**config.mk**
```make
export PLATFORM = sky130hd
export DESIGN_NAME = cofactor_determinant
export DESIGN_NICKNAME = d
export VERILOG_FILES = /design/src/cfd_pkg.sv /design/src/cfd_store.sv /design/src/cfd_seq.sv /design/src/cofactor_determinant.sv
export VERILOG_INCLUDE_DIRS = /design/src /design/src/src
export SDC_FILE = /design/constraint.sdc
export NUM_CORES = 2
export LEC_CHECK = 0
export BUFFER_PORTS_ARGS = -buffer_cell sky130_fd_sc_hd__buf_4
export CAP_MARGIN = 20
export CORE_MARGIN = 4
export CORE_UTILIZATION = 65
export CTS_CLUSTER_DIAMETER = 60
export DETAILED_ROUTE_END_ITERATION = 10
export PLACE_DENSITY = 0.83
export SYNTH_ARGS = -nofsm -noshare
export SYNTH_HDL_FRONTEND = slang
export SYNTH_SLANG_ARGS = --single-unit
```
**constraint.sdc**
```tcl
create_clock -name clk -period 19.86 [get_ports clk]
set_clock_uncertainty 0.2 [all_clocks]
set_input_delay 1.986 -clock clk [delete_from_list [all_inputs] [get_ports clk]]
set_output_delay 1.986 -clock clk [all_outputs]
set_load 0.01 [all_outputs]
```
**src/cofactor_determinant_macros.svh**
```systemverilog
// ---------------------------------------------------------------------------
// Assertion macros for the cofactor determinant block
// Clocked on clk, disabled while rst_n is low.
// ---------------------------------------------------------------------------
`ifndef COFACTOR_DETERMINANT_MACROS_SVH
`define COFACTOR_DETERMINANT_MACROS_SVH

`ifndef ASSERT_OFF
// Check a condition at every clock edge.
`define CFD_ASSERT(lbl, cond) \
  lbl: assert property (@(posedge clk) disable iff (!rst_n) (cond)) \
    else $error("cofactor_determinant assertion failed");
// Check that an antecedent implies a consequent at the same edge.
`define CFD_IMPLY(lbl, ante, cons) \
  lbl: assert property (@(posedge clk) disable iff (!rst_n) (ante) |-> (cons)) \
    else $error("cofactor_determinant assertion failed");
`else
`define CFD_ASSERT(lbl, cond)
`define CFD_IMPLY(lbl, ante, cons)
`endif

`endif

```
**src/cfd_pkg.sv**
```systemverilog
// ---------------------------------------------------------------------------
// cfd_pkg
// Types, sizes and the permutation table of the determinant block.
// ---------------------------------------------------------------------------
package cfd_pkg;

  localparam int MAX_N     = 4;
  localparam int ELEM_BITS = 16;
  localparam int IDX_W     = 2;
  localparam int ADDR_W    = 2 * IDX_W;
  localparam int N_W       = 3;
  localparam int PROD_W    = ELEM_BITS * MAX_N;
  localparam int MUL_A_W   = ELEM_BITS * (MAX_N - 1);
  localparam int ACC_W     = PROD_W + 8;
  localparam int DET_W     = 64;
  localparam int NUM_PERM  = 24;
  localparam int PERM_W    = 5;

  localparam logic [0:0] REG_MATRIX_SIZE = 1'b0;

  typedef struct packed {
    logic [IDX_W-1:0]            elem_row;
    logic [IDX_W-1:0]            elem_col;
    logic signed [ELEM_BITS-1:0] elem_value;
    logic                        last;
  } in_data_t;

  typedef struct packed {
    logic signed [DET_W-1:0] determinant;
    logic                    overflow;
  } out_data_t;

  typedef struct packed {
    logic              en;
    logic [ADDR_W-1:0] addr;
  } rd_req_t;

  typedef struct packed {
    logic              en;
    logic [ADDR_W-1:0] addr;
    logic [ELEM_BITS-1:0] data;
  } wr_req_t;

  typedef enum logic [2:0] {
    ST_IDLE,
    ST_CHECK,
    ST_MUL,
    ST_ACC,
    ST_FIN
  } seq_state_t;

  // {odd sign, p3, p2, p1, p0}: column used by each row, lexicographic order
  function automatic logic [8:0] perm_entry(input logic [PERM_W-1:0] idx);
    logic [8:0] e;
    unique case (idx)
      5'd0:  e = {1'b0, 2'd3, 2'd2, 2'd1, 2'd0};
      5'd1:  e = {1'b1, 2'd2, 2'd3, 2'd1, 2'd0};
      5'd2:  e = {1'b1, 2'd3, 2'd1, 2'd2, 2'd0};
      5'd3:  e = {1'b0, 2'd1, 2'd3, 2'd2, 2'd0};
      5'd4:  e = {1'b0, 2'd2, 2'd1, 2'd3, 2'd0};
      5'd5:  e = {1'b1, 2'd1, 2'd2, 2'd3, 2'd0};
      5'd6:  e = {1'b1, 2'd3, 2'd2, 2'd0, 2'd1};
      5'd7:  e = {1'b0, 2'd2, 2'd3, 2'd0, 2'd1};
      5'd8:  e = {1'b0, 2'd3, 2'd0, 2'd2, 2'd1};
      5'd9:  e = {1'b1, 2'd0, 2'd3, 2'd2, 2'd1};
      5'd10: e = {1'b1, 2'd2, 2'd0, 2'd3, 2'd1};
      5'd11: e = {1'b0, 2'd0, 2'd2, 2'd3, 2'd1};
      5'd12: e = {1'b0, 2'd3, 2'd1, 2'd0, 2'd2};
      5'd13: e = {1'b1, 2'd1, 2'd3, 2'd0, 2'd2};
      5'd14: e = {1'b1, 2'd3, 2'd0, 2'd1, 2'd2};
      5'd15: e = {1'b0, 2'd0, 2'd3, 2'd1, 2'd2};
      5'd16: e = {1'b0, 2'd1, 2'd0, 2'd3, 2'd2};
      5'd17: e = {1'b1, 2'd0, 2'd1, 2'd3, 2'd2};
      5'd18: e = {1'b1, 2'd2, 2'd1, 2'd0, 2'd3};
      5'd19: e = {1'b0, 2'd1, 2'd2, 2'd0, 2'd3};
      5'd20: e = {1'b0, 2'd2, 2'd0, 2'd1, 2'd3};
      5'd21: e = {1'b1, 2'd0, 2'd2, 2'd1, 2'd3};
      5'd22: e = {1'b1, 2'd1, 2'd0, 2'd2, 2'd3};
      5'd23: e = {1'b0, 2'd0, 2'd1, 2'd2, 2'd3};
      default: e = {1'b0, 2'd3, 2'd2, 2'd1, 2'd0};
    endcase
    return e;
  endfunction

endpackage

```
**src/cfd_store.sv**
```systemverilog
// ---------------------------------------------------------------------------
// cfd_store
// Matrix entry memory: one write port, one registered read port.
// ---------------------------------------------------------------------------
module cfd_store
  import cfd_pkg::*;
(
  input  logic                 clk,
  input  wr_req_t              wr,
  input  rd_req_t              rd,
  output logic [ELEM_BITS-1:0] rd_data
);

  logic [ELEM_BITS-1:0] mem [MAX_N*MAX_N];
  logic [ELEM_BITS-1:0] rd_data_r;

  always_ff @(posedge clk) begin
    if (wr.en) begin
      mem[wr.addr] <= wr.data;
    end
  end

  always_ff @(posedge clk) begin
    if (rd.en) begin
      rd_data_r <= mem[rd.addr];
    end
  end

  assign rd_data = rd_data_r;

endmodule

```
**src/cfd_seq.sv**
```systemverilog
// ---------------------------------------------------------------------------
// cfd_seq
// Walks the permutation table, multiplies the selected entries read from
// the store and accumulates the signed terms; saturates the final sum.
// ---------------------------------------------------------------------------
module cfd_seq
  import cfd_pkg::*;
(
  input  logic                 clk,
  input  logic                 rst_n,
  input  logic                 start,
  input  logic [N_W-1:0]       size_n,
  input  logic                 out_free,
  input  logic [ELEM_BITS-1:0] rd_data,
  output rd_req_t              rd,
  output logic                 idle,
  output logic                 done,
  output out_data_t            result
);

  seq_state_t state_r, state_nxt;
  logic [PERM_W-1:0] perm_r, perm_nxt;
  logic [IDX_W-1:0]  row_r, row_nxt;
  logic [N_W-1:0]    n_r;
  logic signed [PROD_W-1:0] prod_r, prod_nxt;
  logic signed [ACC_W-1:0]  acc_r, acc_nxt;

  logic [8:0]       pe;
  logic             qual;
  logic             last_row;
  logic             last_perm;
  logic [IDX_W-1:0] col_sel;
  logic [IDX_W-1:0] rd_row;
  logic signed [ACC_W-1:0] term;
  logic acc_fits;

  assign pe        = perm_entry(perm_r);
  assign last_perm = (perm_r == PERM_W'(NUM_PERM - 1));
  assign last_row  = ({1'b0, row_r} == n_r - N_W'(1));

  // a permutation counts only if it fixes every row at or above the size
  always_comb begin
    qual = 1'b1;
    for (int i = 0; i < MAX_N; i++) begin
      if ((N_W'(i) >= n_r) && (pe[2*i +: IDX_W] != IDX_W'(i))) begin
        qual = 1'b0;
      end
    end
  end

  always_comb begin
    state_nxt = state_r;
    unique case (state_r)
      ST_IDLE:  if (start) state_nxt = ST_CHECK;
      ST_CHECK: begin
        if (qual) state_nxt = ST_MUL;
        else if (last_perm) state_nxt = ST_FIN;
      end
      ST_MUL:   if (last_row) state_nxt = ST_ACC;
      ST_ACC:   state_nxt = last_perm ? ST_FIN : ST_CHECK;
      ST_FIN:   if (out_free) state_nxt = ST_IDLE;
      default:  state_nxt = ST_IDLE;
    endcase
  end

  always_comb begin
    rd_row = row_r + IDX_W'(1);
    rd.en  = 1'b0;
    idle   = 1'b0;
    done   = 1'b0;
    unique case (state_r)
      ST_IDLE:  idle = 1'b1;
      ST_CHECK: begin
        rd_row = '0;
        rd.en  = qual;
      end
      ST_MUL:   rd.en = !last_row;
      ST_FIN:   done = out_free;
      default:  ;
    endcase
    col_sel = pe[2*rd_row +: IDX_W];
    rd.addr = {rd_row, col_sel};
  end

  assign term = ACC_W'(prod_r);

  always_comb begin
    perm_nxt = perm_r;
    row_nxt  = row_r;
    prod_nxt = prod_r;
    acc_nxt  = acc_r;
    unique case (state_r)
      ST_IDLE: begin
        perm_nxt = '0;
        acc_nxt  = '0;
      end
      ST_CHECK: begin
        row_nxt = '0;
        if (!qual && !last_perm) perm_nxt = perm_r + PERM_W'(1);
      end
      ST_MUL: begin
        // first row loads, later rows multiply the running product
        if (row_r == '0) begin
          prod_nxt = PROD_W'(signed'(rd_data));
        end else begin
          prod_nxt = PROD_W'(signed'(prod_r[MUL_A_W-1:0]) * signed'(rd_data));
        end
        row_nxt = row_r + IDX_W'(1);
      end
      ST_ACC: begin
        acc_nxt = pe[8] ? (acc_r - term) : (acc_r + term);
        if (!last_perm) perm_nxt = perm_r + PERM_W'(1);
      end
      default: ;
    endcase
  end

  always_ff @(posedge clk) begin
    if (!rst_n) begin
      state_r <= ST_IDLE;
    end else begin
      state_r <= state_nxt;
    end
  end

  always_ff @(posedge clk) begin
    perm_r <= perm_nxt;
    row_r  <= row_nxt;
    prod_r <= prod_nxt;
    acc_r  <= acc_nxt;
    if (start && state_r == ST_IDLE) begin
      n_r <= size_n;
    end
  end

  assign acc_fits = (acc_r[ACC_W-1:DET_W-1] == '0) || (acc_r[ACC_W-1:DET_W-1] == '1);

  always_comb begin
    result.overflow = !acc_fits;
    if (acc_fits) begin
      result.determinant = acc_r[DET_W-1:0];
    end else if (acc_r[ACC_W-1]) begin
      result.determinant = {1'b1, {(DET_W-1){1'b0}}};
    end else begin
      result.determinant = {1'b0, {(DET_W-1){1'b1}}};
    end
  end

endmodule

```
**src/cofactor_determinant.sv**
```systemverilog
// Operation: an item without last is stored in memory; a last item starts the
// sequencer, which checks all 24 permutations and, for each one that fits the
// size, does one memory read and multiply per row and one accumulate; out_valid
// rises from the FIN state once the output register is free.
// Throughput: one request per cycle while idle; one determinant at a time.
// Reset: synchronous, active low; matrix_size returns to 4, memory is unset.
// ---------------------------------------------------------------------------
// cofactor_determinant
// Loads a matrix into memory and returns its determinant, saturated to 64 bits.
// ---------------------------------------------------------------------------
`include "cofactor_determinant_macros.svh"

module cofactor_determinant
  import cfd_pkg::*;
(
  input  logic         clk,
  input  logic         rst_n,
  input  logic         in_valid,
  output logic         in_stall,
  input  in_data_t     in_data,
  output logic         out_valid,
  input  logic         out_stall,
  output out_data_t    out_data,
  input  logic         cfg_psel,
  input  logic         cfg_penable,
  input  logic         cfg_pwrite,
  input  logic [2:0]   cfg_paddr,
  input  logic [31:0]  cfg_pwdata,
  output logic [31:0]  cfg_prdata,
  output logic         cfg_pready
);

  logic [N_W-1:0] size_r;
  logic [N_W-1:0] eff_n;
  logic           in_acc;
  logic           seq_idle;
  logic           seq_done;
  logic           out_free;
  logic           out_valid_r;
  out_data_t      out_data_r;
  out_data_t      seq_result;
  wr_req_t        wr;
  rd_req_t        rd;
  logic [ELEM_BITS-1:0] rd_data;

  assign cfg_pready = 1'b1;
  assign cfg_prdata = (cfg_paddr[2] == REG_MATRIX_SIZE) ? 32'(size_r) : 32'd0;

  always_ff @(posedge clk) begin
    if (!rst_n) begin
      size_r <= N_W'(MAX_N);
    end else if (cfg_psel && cfg_penable && cfg_pwrite && cfg_paddr[2] == REG_MATRIX_SIZE) begin
      size_r <= cfg_pwdata[N_W-1:0];
    end
  end

  always_comb begin
    if (size_r == '0) eff_n = N_W'(1);
    else if (size_r > N_W'(MAX_N)) eff_n = N_W'(MAX_N);
    else eff_n = size_r;
  end

  assign in_stall = !seq_idle;
  assign in_acc   = in_valid && !in_stall;

  assign wr.en   = in_acc;
  assign wr.addr = {in_data.elem_row, in_data.elem_col};
  assign wr.data = in_data.elem_value;

  cfd_store u_store (
    .clk     (clk),
    .wr      (wr),
    .rd      (rd),
    .rd_data (rd_data)
  );

  assign out_free = !out_valid_r || !out_stall;

  cfd_seq u_seq (
    .clk      (clk),
    .rst_n    (rst_n),
    .start    (in_acc && in_data.last),
    .size_n   (eff_n),
    .out_free (out_free),
    .rd_data  (rd_data),
    .rd       (rd),
    .idle     (seq_idle),
    .done     (seq_done),
    .result   (seq_result)
  );

  // hold the result until the request is taken
  always_ff @(posedge clk) begin
    if (!rst_n) begin
      out_valid_r <= 1'b0;
    end else if (seq_done) begin
      out_valid_r <= 1'b1;
    end else if (!out_stall) begin
      out_valid_r <= 1'b0;
    end
  end

  always_ff @(posedge clk) begin
    if (seq_done) begin
      out_data_r <= seq_result;
    end
  end

  assign out_valid = out_valid_r;
  assign out_data  = out_data_r;

  `CFD_IMPLY(a_done_has_room, seq_done, out_free)
  `CFD_IMPLY(a_load_only_idle, in_acc, seq_idle)
  `CFD_IMPLY(a_result_from_seq, $rose(out_valid_r), $past(seq_done))
  `CFD_ASSERT(a_no_read_idle, !(seq_idle && rd.en))

endmodule
```
## After elaboration in Yosys (flattened, before gate mapping)

Memory sizes are Yosys's and may differ from the RTL's. A register that Yosys moved wholly into a read port is not among the register bits.
Index checks and enable logic that the tools add are counted.

- Bits in registers: 218
- Bits in latches: 0
- Bits in writable memories: 256
- Memory bits (read-only): 288
- Input port bits: 63
- Output and inout port bits: 100
- Word-level logic and storage cells: 105
- Memories: 2

Memory list:

| memory | words | bits a word | read ports | clocked after memory_dff | wr ports | RTL line | text |
|---|---|---|---|---|---|---|---|
| (no name shown) | 32 | 9 | 1 | 1 | 0 | cfd_pkg.sv:55 | `unique case (idx)` |
| u_store.mem | 16 | 16 | 1 | 1 | 1 | cfd_store.sv:14 | `logic [ELEM_BITS-1:0] mem [MAX_N*MAX_N];` |

- $add $sub $neg: 5
- Multiply operators: 1
- Div/mod/pow operators: 0
- $lt $le $gt $ge: 5
- Equality and inequality tests: 17
- Shifts and indexed selects: 1
- Mux-type cells: 31
- Bitwise gates (word level): 1
- Reductions and logical operators: 31

Operator list:

| kind | count |
|---|---|
| two-way mux 64 bit | 3 |
| one-hot mux 72 bit (2 select lines) | 1 |
| adder 72 x 64 -> 72 bit | 1 |
| two-way mux 72 bit | 1 |
| subtractor 72 x 64 -> 72 bit | 1 |
| multiplier 48 x 16 -> 64 bit | 1 |
| two-way mux 3 bit | 8 |
| two-way mux 5 bit | 3 |
| one-hot mux 3 bit (5 select lines) | 1 |
| one-hot mux 5 bit (3 select lines) | 1 |
| inequality test 2 x 1 -> 1 bit (second input constant) | 6 |
| logical AND 1 bit | 11 |
| two-way mux 1 bit | 10 |
| equality test 9 bit (second input constant) | 1 |
| logical NOT 9 bit | 1 |
| indexed part select 9 x 4 -> 2 bit | 1 |
| logical NOT 1 bit | 7 |
| equality test 3 x 2 -> 1 bit (second input constant) | 2 |
| greater-or-equal comparator 1 x 3 -> 1 bit (first input constant) | 2 |
| greater-or-equal comparator 2 x 3 -> 1 bit (first input constant) | 2 |
| logical NOT 3 bit | 2 |
| inequality test 2 bit (second input constant) | 3 |
| nonzero test 2 bit | 3 |
| adder 5 x 1 -> 5 bit (second input constant) | 1 |
| other kinds (18) | 19 |

## Logic depth before layout (Yosys ltp)

- Depth in word-level cells: 11
- Depth in mapped cells: 26
- Mapped depth without buffers: 24

## By module

A second synthesis with hierarchy kept.

- Cell total of the unflattened synthesis: 5131
- Area, all modules: 51669.6 µm²

Modules (own cells, without submodules):

| module | times used | cells each | area each (µm²) | seq. area each (µm²) |
|---|---|---|---|---|
| cfd_seq | 1 | 4574 | 39051.2 | 4624.4 |
| cfd_store | 1 | 432 | 10203.5 | 8167.8 |
| cofactor_determinant | 1 | 125 | 2414.8 | 2031.9 |

## Worst setup path before layout

No wires, ideal clock.

- Path type: register -> register
- Start point: register u_seq.prod_r[35]
- End point: register u_seq.prod_r[60], data pin
- Setup time: 0.136 ns
- Arrival time: 6.583 ns
- Required time: 19.524 ns
- Setup slack: 12.941 ns
- Stages on the path, launching flop included: 24
- Path buffers: 3
- Period minus slack after synthesis: 6.919 ns
- Path through: edfxtp_1 clkbuf_1 clkbuf_1 nand2_1 fa_1 inv_1 fa_1 inv_1 fa_1 inv_1 fa_1 fa_1 inv_1 fa_1 inv_1 ha_1 buf_2 nand4_1 or4_1 a2111oi_1 nor3b_1 or3_1 a2111o_1 nand3_1

- Word-level cells in the longest chain between the ends: 2

RTL lines:

| item | RTL line | text |
|---|---|---|
| start, declared | cfd_seq.sv:25 | `logic signed [PROD_W-1:0] prod_r, prod_nxt;` |
| start signal, assigned | cfd_seq.sv:129 | `prod_r <= prod_nxt;` |
| multiplier 48 x 16 -> 64 bit | cfd_seq.sv:106 | `prod_nxt = PROD_W'(signed'(prod_r[MUL_A_W-1:0]) * signed'(rd_data));` |
| two-way mux 64 bit | cfd_seq.sv:103 | `if (row_r == '0) begin` |

No other way between the ends.
A chain may end at the register's enable or synchronous reset.

## Worst setup path in the final report

- Start point: register u_store.rd_data_r[15], in the netlist u_store.rd_data[15] (read register of u_store.mem)
- End point: register u_seq.prod_r[59], data pin

- Word-level cells in the longest chain between the ends: 2

RTL lines:

| item | RTL line | text |
|---|---|---|
| start, declared | cfd_store.sv:15 | `logic [ELEM_BITS-1:0] rd_data_r;` |
| multiplier 48 x 16 -> 64 bit | cfd_seq.sv:106 |  |
| two-way mux 64 bit * | cfd_seq.sv:103 |  |

Mark *: on every way between the ends. The rest lies on a longest branch, timed or not.

==> impl_metrics.json <==
{
  "run_status": "finished clean",
  "worst-r2r-setup-slack_ns": 11.55,
  "antenna_violations_before_repair": 2,
  "clk_buf_depth": 3,
  "post_synth_main_area_contributors": "edfxtp_1 28%, fa_1 27%, inv_1 6.8%, nand2_1 6.2%, ha_1 5.7%",
  "cts_max_level": 2,
  "r2r_end": "u_seq.prod_r[59]$_DFFE_PP_",
  "synth_sequential_area_ratio_pct": 28.5,
  "ys_warn_count": 0,
  "fin_crit_ns": 8.31,
  "io_buffers": 101,
  "grt_max_degree": 87,
  "post-synth-top-area-fraction_pct": 27.9,
  "wire_length_of_the_first_global_routing_pass_mm": 209,
  "yosys_most_used_dff": "edfxtp_1",
  "min_delay_path_depth": 2,
  "detailedPlace.worstSlack_ns": 11.83,
  "total_of_endpoints_with_negative_setup_slack_in_the_final_report": 0,
  "rows": 103,
  "dpl.hpwl_mm": 89.6,
  "cp.arrival_ns": 8.49,
  "layout-drive-gt1-share_pct": 5.75,
  "timing.final.hold_violations": 0,
  "postSynthAreaPerCell_um2": 9.50,
  "hold_path_end": "size_r[0]$_SDFFE_PN0P_",
  "areaGrowthSynthToFinish_pct": 6.21,
  "fin_nets": 6385,
  "grt_setup_unrepaired": "false",
  "final_critical_path_setup_slack_ns": 11.55,
  "hold_path.startpoint": "size_r[0]$_SDFFE_PN0P_",
  "globalplace.congestion": 0.958,
  "hp_class": "register to register",
  "required_ns": 20.04,
  "route.antenna.remaining_nets": 0,
  "floorplan.initialDensity_pct": 65.7,
  "post_cts_setup_buffer_count": 0,
  "insertion_delay_ns": 0.67,
  "die_outline_area_um2": 84700,
  "drc": 0,
  "final_util_pct": 69.8,
  "cts-resized-gates": 0,
  "setup.worst_path.class": "register to register",
  "drt_wl_cell_um": 20.1,
  "cts_tree": "yes",
  "ctsHoldBuffers": 0,
  "routed-via-count": 39128,
  "ctsRootBufferMaster": "clkbuf_16",
  "postRouteWirelength_mm": 130,
  "ys_ff_latch": 499,
  "worst_setup_ep_type": "register",
  "place.detailed.instances": 6362,
  "synthesis.area_um2": 52100,
  "instances_no_fill": 6477,
  "timing.reg2reg.worst_path_depth": 22,
  "drv_slew": 0,
  "tightestPinTransition_ns": 1.20,
  "timing.rr.start": "u_store.rd_data[15]$_DFFE_PP_",
  "gr-usage-all-layers_pct": 30.7,
  "drt_iter0_drc": 3719,
  "die_height_um": 291,
  "asyncSetResetFlopFracSynth_pct": 0,
  "worstSetupStartpoint": "u_store.rd_data[15]$_DFFE_PP_",
  "drt_pass1_iterations": 8,
  "core_region_um2": 79300,
  "timing.setup.tns_ns": 0,
  "cap_viol_max_count": 0,
  "setup.worst_path.start_class": "register",
  "finalCritPeriodShare_pct": 41.8,
  "synth_cell_types": 92,
  "first_global_vias": 40516,
  "post_synth_inst_count": 5479,
  "die_x_um": 291,
  "fmax_mhz": 120,
  "path_max_fanout": 34,
  "synth_edf_count": 483,
  "cts_buffers": 59,
  "worst_slew_margin_rel_pct": 19.8,
  "vias_per_cell": 6.04,
  "clock_sinks": 499,
  "netlist.top_cell.by_area": "edfxtp_1",
  "cts.clk_slew.worst_paths_ns": 0.06,
  "grt_remaining_overflow": 0,
  "floorplan.io_pins": 163
}
critical path, cell delays in order (launching register included):
cell	delay (ns)
edfxtp_1	0.32
buf_4	0.25
clkinv_1	0.40
buf_4	0.46
nor2_1	0.19
fa_1	0.44
fa_1	0.53
fa_1	0.45
fa_1	0.49
fa_1	0.52
inv_1	0.05
fa_1	0.48
inv_1	0.04
ha_1	0.39
nand2_1	0.09
o21bai_1	0.21
a21o_1	0.16
o2111ai_1	0.38
a2111oi_2	1.04
o21ai_1	0.19
a21oi_1	0.44
a2111o_1	0.22
nand4_1	0.09
cells in the mapped netlist, drive strengths merged (10+ instances only):
| cell | count |
|---|---|
| a21oi | 202 |
| dfxtp | 16 |
| nor4 | 11 |
| o21bai | 32 |
| or3 | 11 |
| xnor2 | 132 |
| nor3 | 59 |
| nand2b | 17 |
| edfxtp | 483 |
| and3 | 43 |
| nand4 | 43 |
| o211ai | 16 |
| buf | 107 |
| o21a | 25 |
| inv | 938 |
| ha | 236 |
| a31oi | 38 |
| a311oi | 36 |
| fa | 711 |
| nand2 | 859 |
| o21ai | 140 |
| or4 | 10 |
| nand3 | 166 |
| o31ai | 11 |
| nor2 | 241 |
| xor2 | 45 |
| mux2i | 24 |
| clkbuf | 245 |
| and2 | 277 |
| nor2b | 17 |
| a211oi | 18 |
| a21o | 147 |
| nor3b | 13 |
cell type report:
type / count / area, µm²
tap: 1050 / 1310
clock buffer: 66 / 1500
fill: 5739 / 24000
multi-input combinational: 3716 / 32400
sequential: 499 / 14800
antenna: 1 / 2.50
timing repair buffer: 159 / 1230
inverter: 940 / 3530
clock inverter: 46 / 455
cells in the final DEF (no fill, tap or decap), types with 8 or more instances in the layout:
cell / synthesis / layout
a211oi_1: 18 / 18
a21o_1: 147 / 147
a21oi_1: 201 / 200
a311oi_1: 36 / 36
a31oi_1: 38 / 38
a41oi_1: 8 / 8
and2_1: 277 / 277
and3_1: 43 / 43
buf_4: 32 / 157
clkbuf_16: 0 / 59
clkinv_1: 2 / 10
clkinv_2: 0 / 11
clkinvlp_4: 0 / 9
conb_1: 2 / 30
dfxtp_1: 16 / 15
edfxtp_1: 483 / 483
fa_1: 711 / 711
ha_1: 236 / 235
inv_1: 938 / 937
mux2i_1: 22 / 22
nand2_1: 859 / 857
nand2b_1: 17 / 17
nand3_1: 166 / 166
nand4_1: 43 / 43
nor2_1: 240 / 238
nor2b_1: 17 / 16
nor3_1: 59 / 55
nor3b_1: 12 / 12
nor4_1: 9 / 9
o2111ai_1: 9 / 9
o211ai_1: 15 / 15
o21a_1: 25 / 23
o21ai_0: 132 / 131
o21bai_1: 32 / 32
o31ai_1: 11 / 10
or3_1: 11 / 11
xnor2_1: 132 / 132
xor2_1: 45 / 45
per-layer routing:
metal,global-route usage (%),vias to the layer above,wire (µm)
met2,52.0,2009,63900
met4,13.7,2,6520
met3,4.84,493,11500
met5,0,-,20
met1,39.3,19343,48400
li1,-,17281,-
how the worst max path moves through the flow:
stage / endpoint / slack (ns) / cells after the start
floorplan: u_seq.prod_r[60]$_DFFE_PP_ / 12.94 / 23
global placement: u_seq.prod_r[59]$_DFFE_PP_ / 11.86 / 22
detailed placement: u_seq.prod_r[59]$_DFFE_PP_ / 11.83 / 22
CTS: u_seq.prod_r[59]$_DFFE_PP_ / 11.76 / 22
global route: u_seq.prod_r[59]$_DFFE_PP_ / 11.36 / 22
finish: u_seq.prod_r[59]$_DFFE_PP_ / 11.55 / 22
registers in the layout (all words and copies together) (netlist names):
signal           cells
u_seq.row_r          2
out_data            65
u_seq.state_r        3
u_store.mem        256
out_valid            1
u_seq.acc_r         72
u_seq.perm_r         5
size_r               3
u_store.rd_data     16
u_seq.n_r            3
u_seq.pe             9
u_seq.prod_r        64
logic make-up (layout without fill, tap and decap cells):
family	Yosys count	count (layout)	share of synthesized area [%]
buffers and inverters	1292	1211	9.66
adders and majority gates	947	947	33.0
muxes	31	31	0.666
other	2	31	0.0144
xor gates and xnor gates	177	177	2.98
and+or+nand+nor	1791	1791	16.0
AOI/OAI and AO/OA	740	740	9.25
DFF	499	499	28.5
per-stage QoR:
step	hold slack (ns)	area, µm²
after floorplan	0.306	52200
after global placement	0.350	53300
after detailed placement	0.354	53300
after CTS	0.371	55200
after global routing	0.389	55300
final	0.372	55300
Power is not shown: default switching activity piles up to over one toggle a cycle in this logic, so the estimate is an artifact.
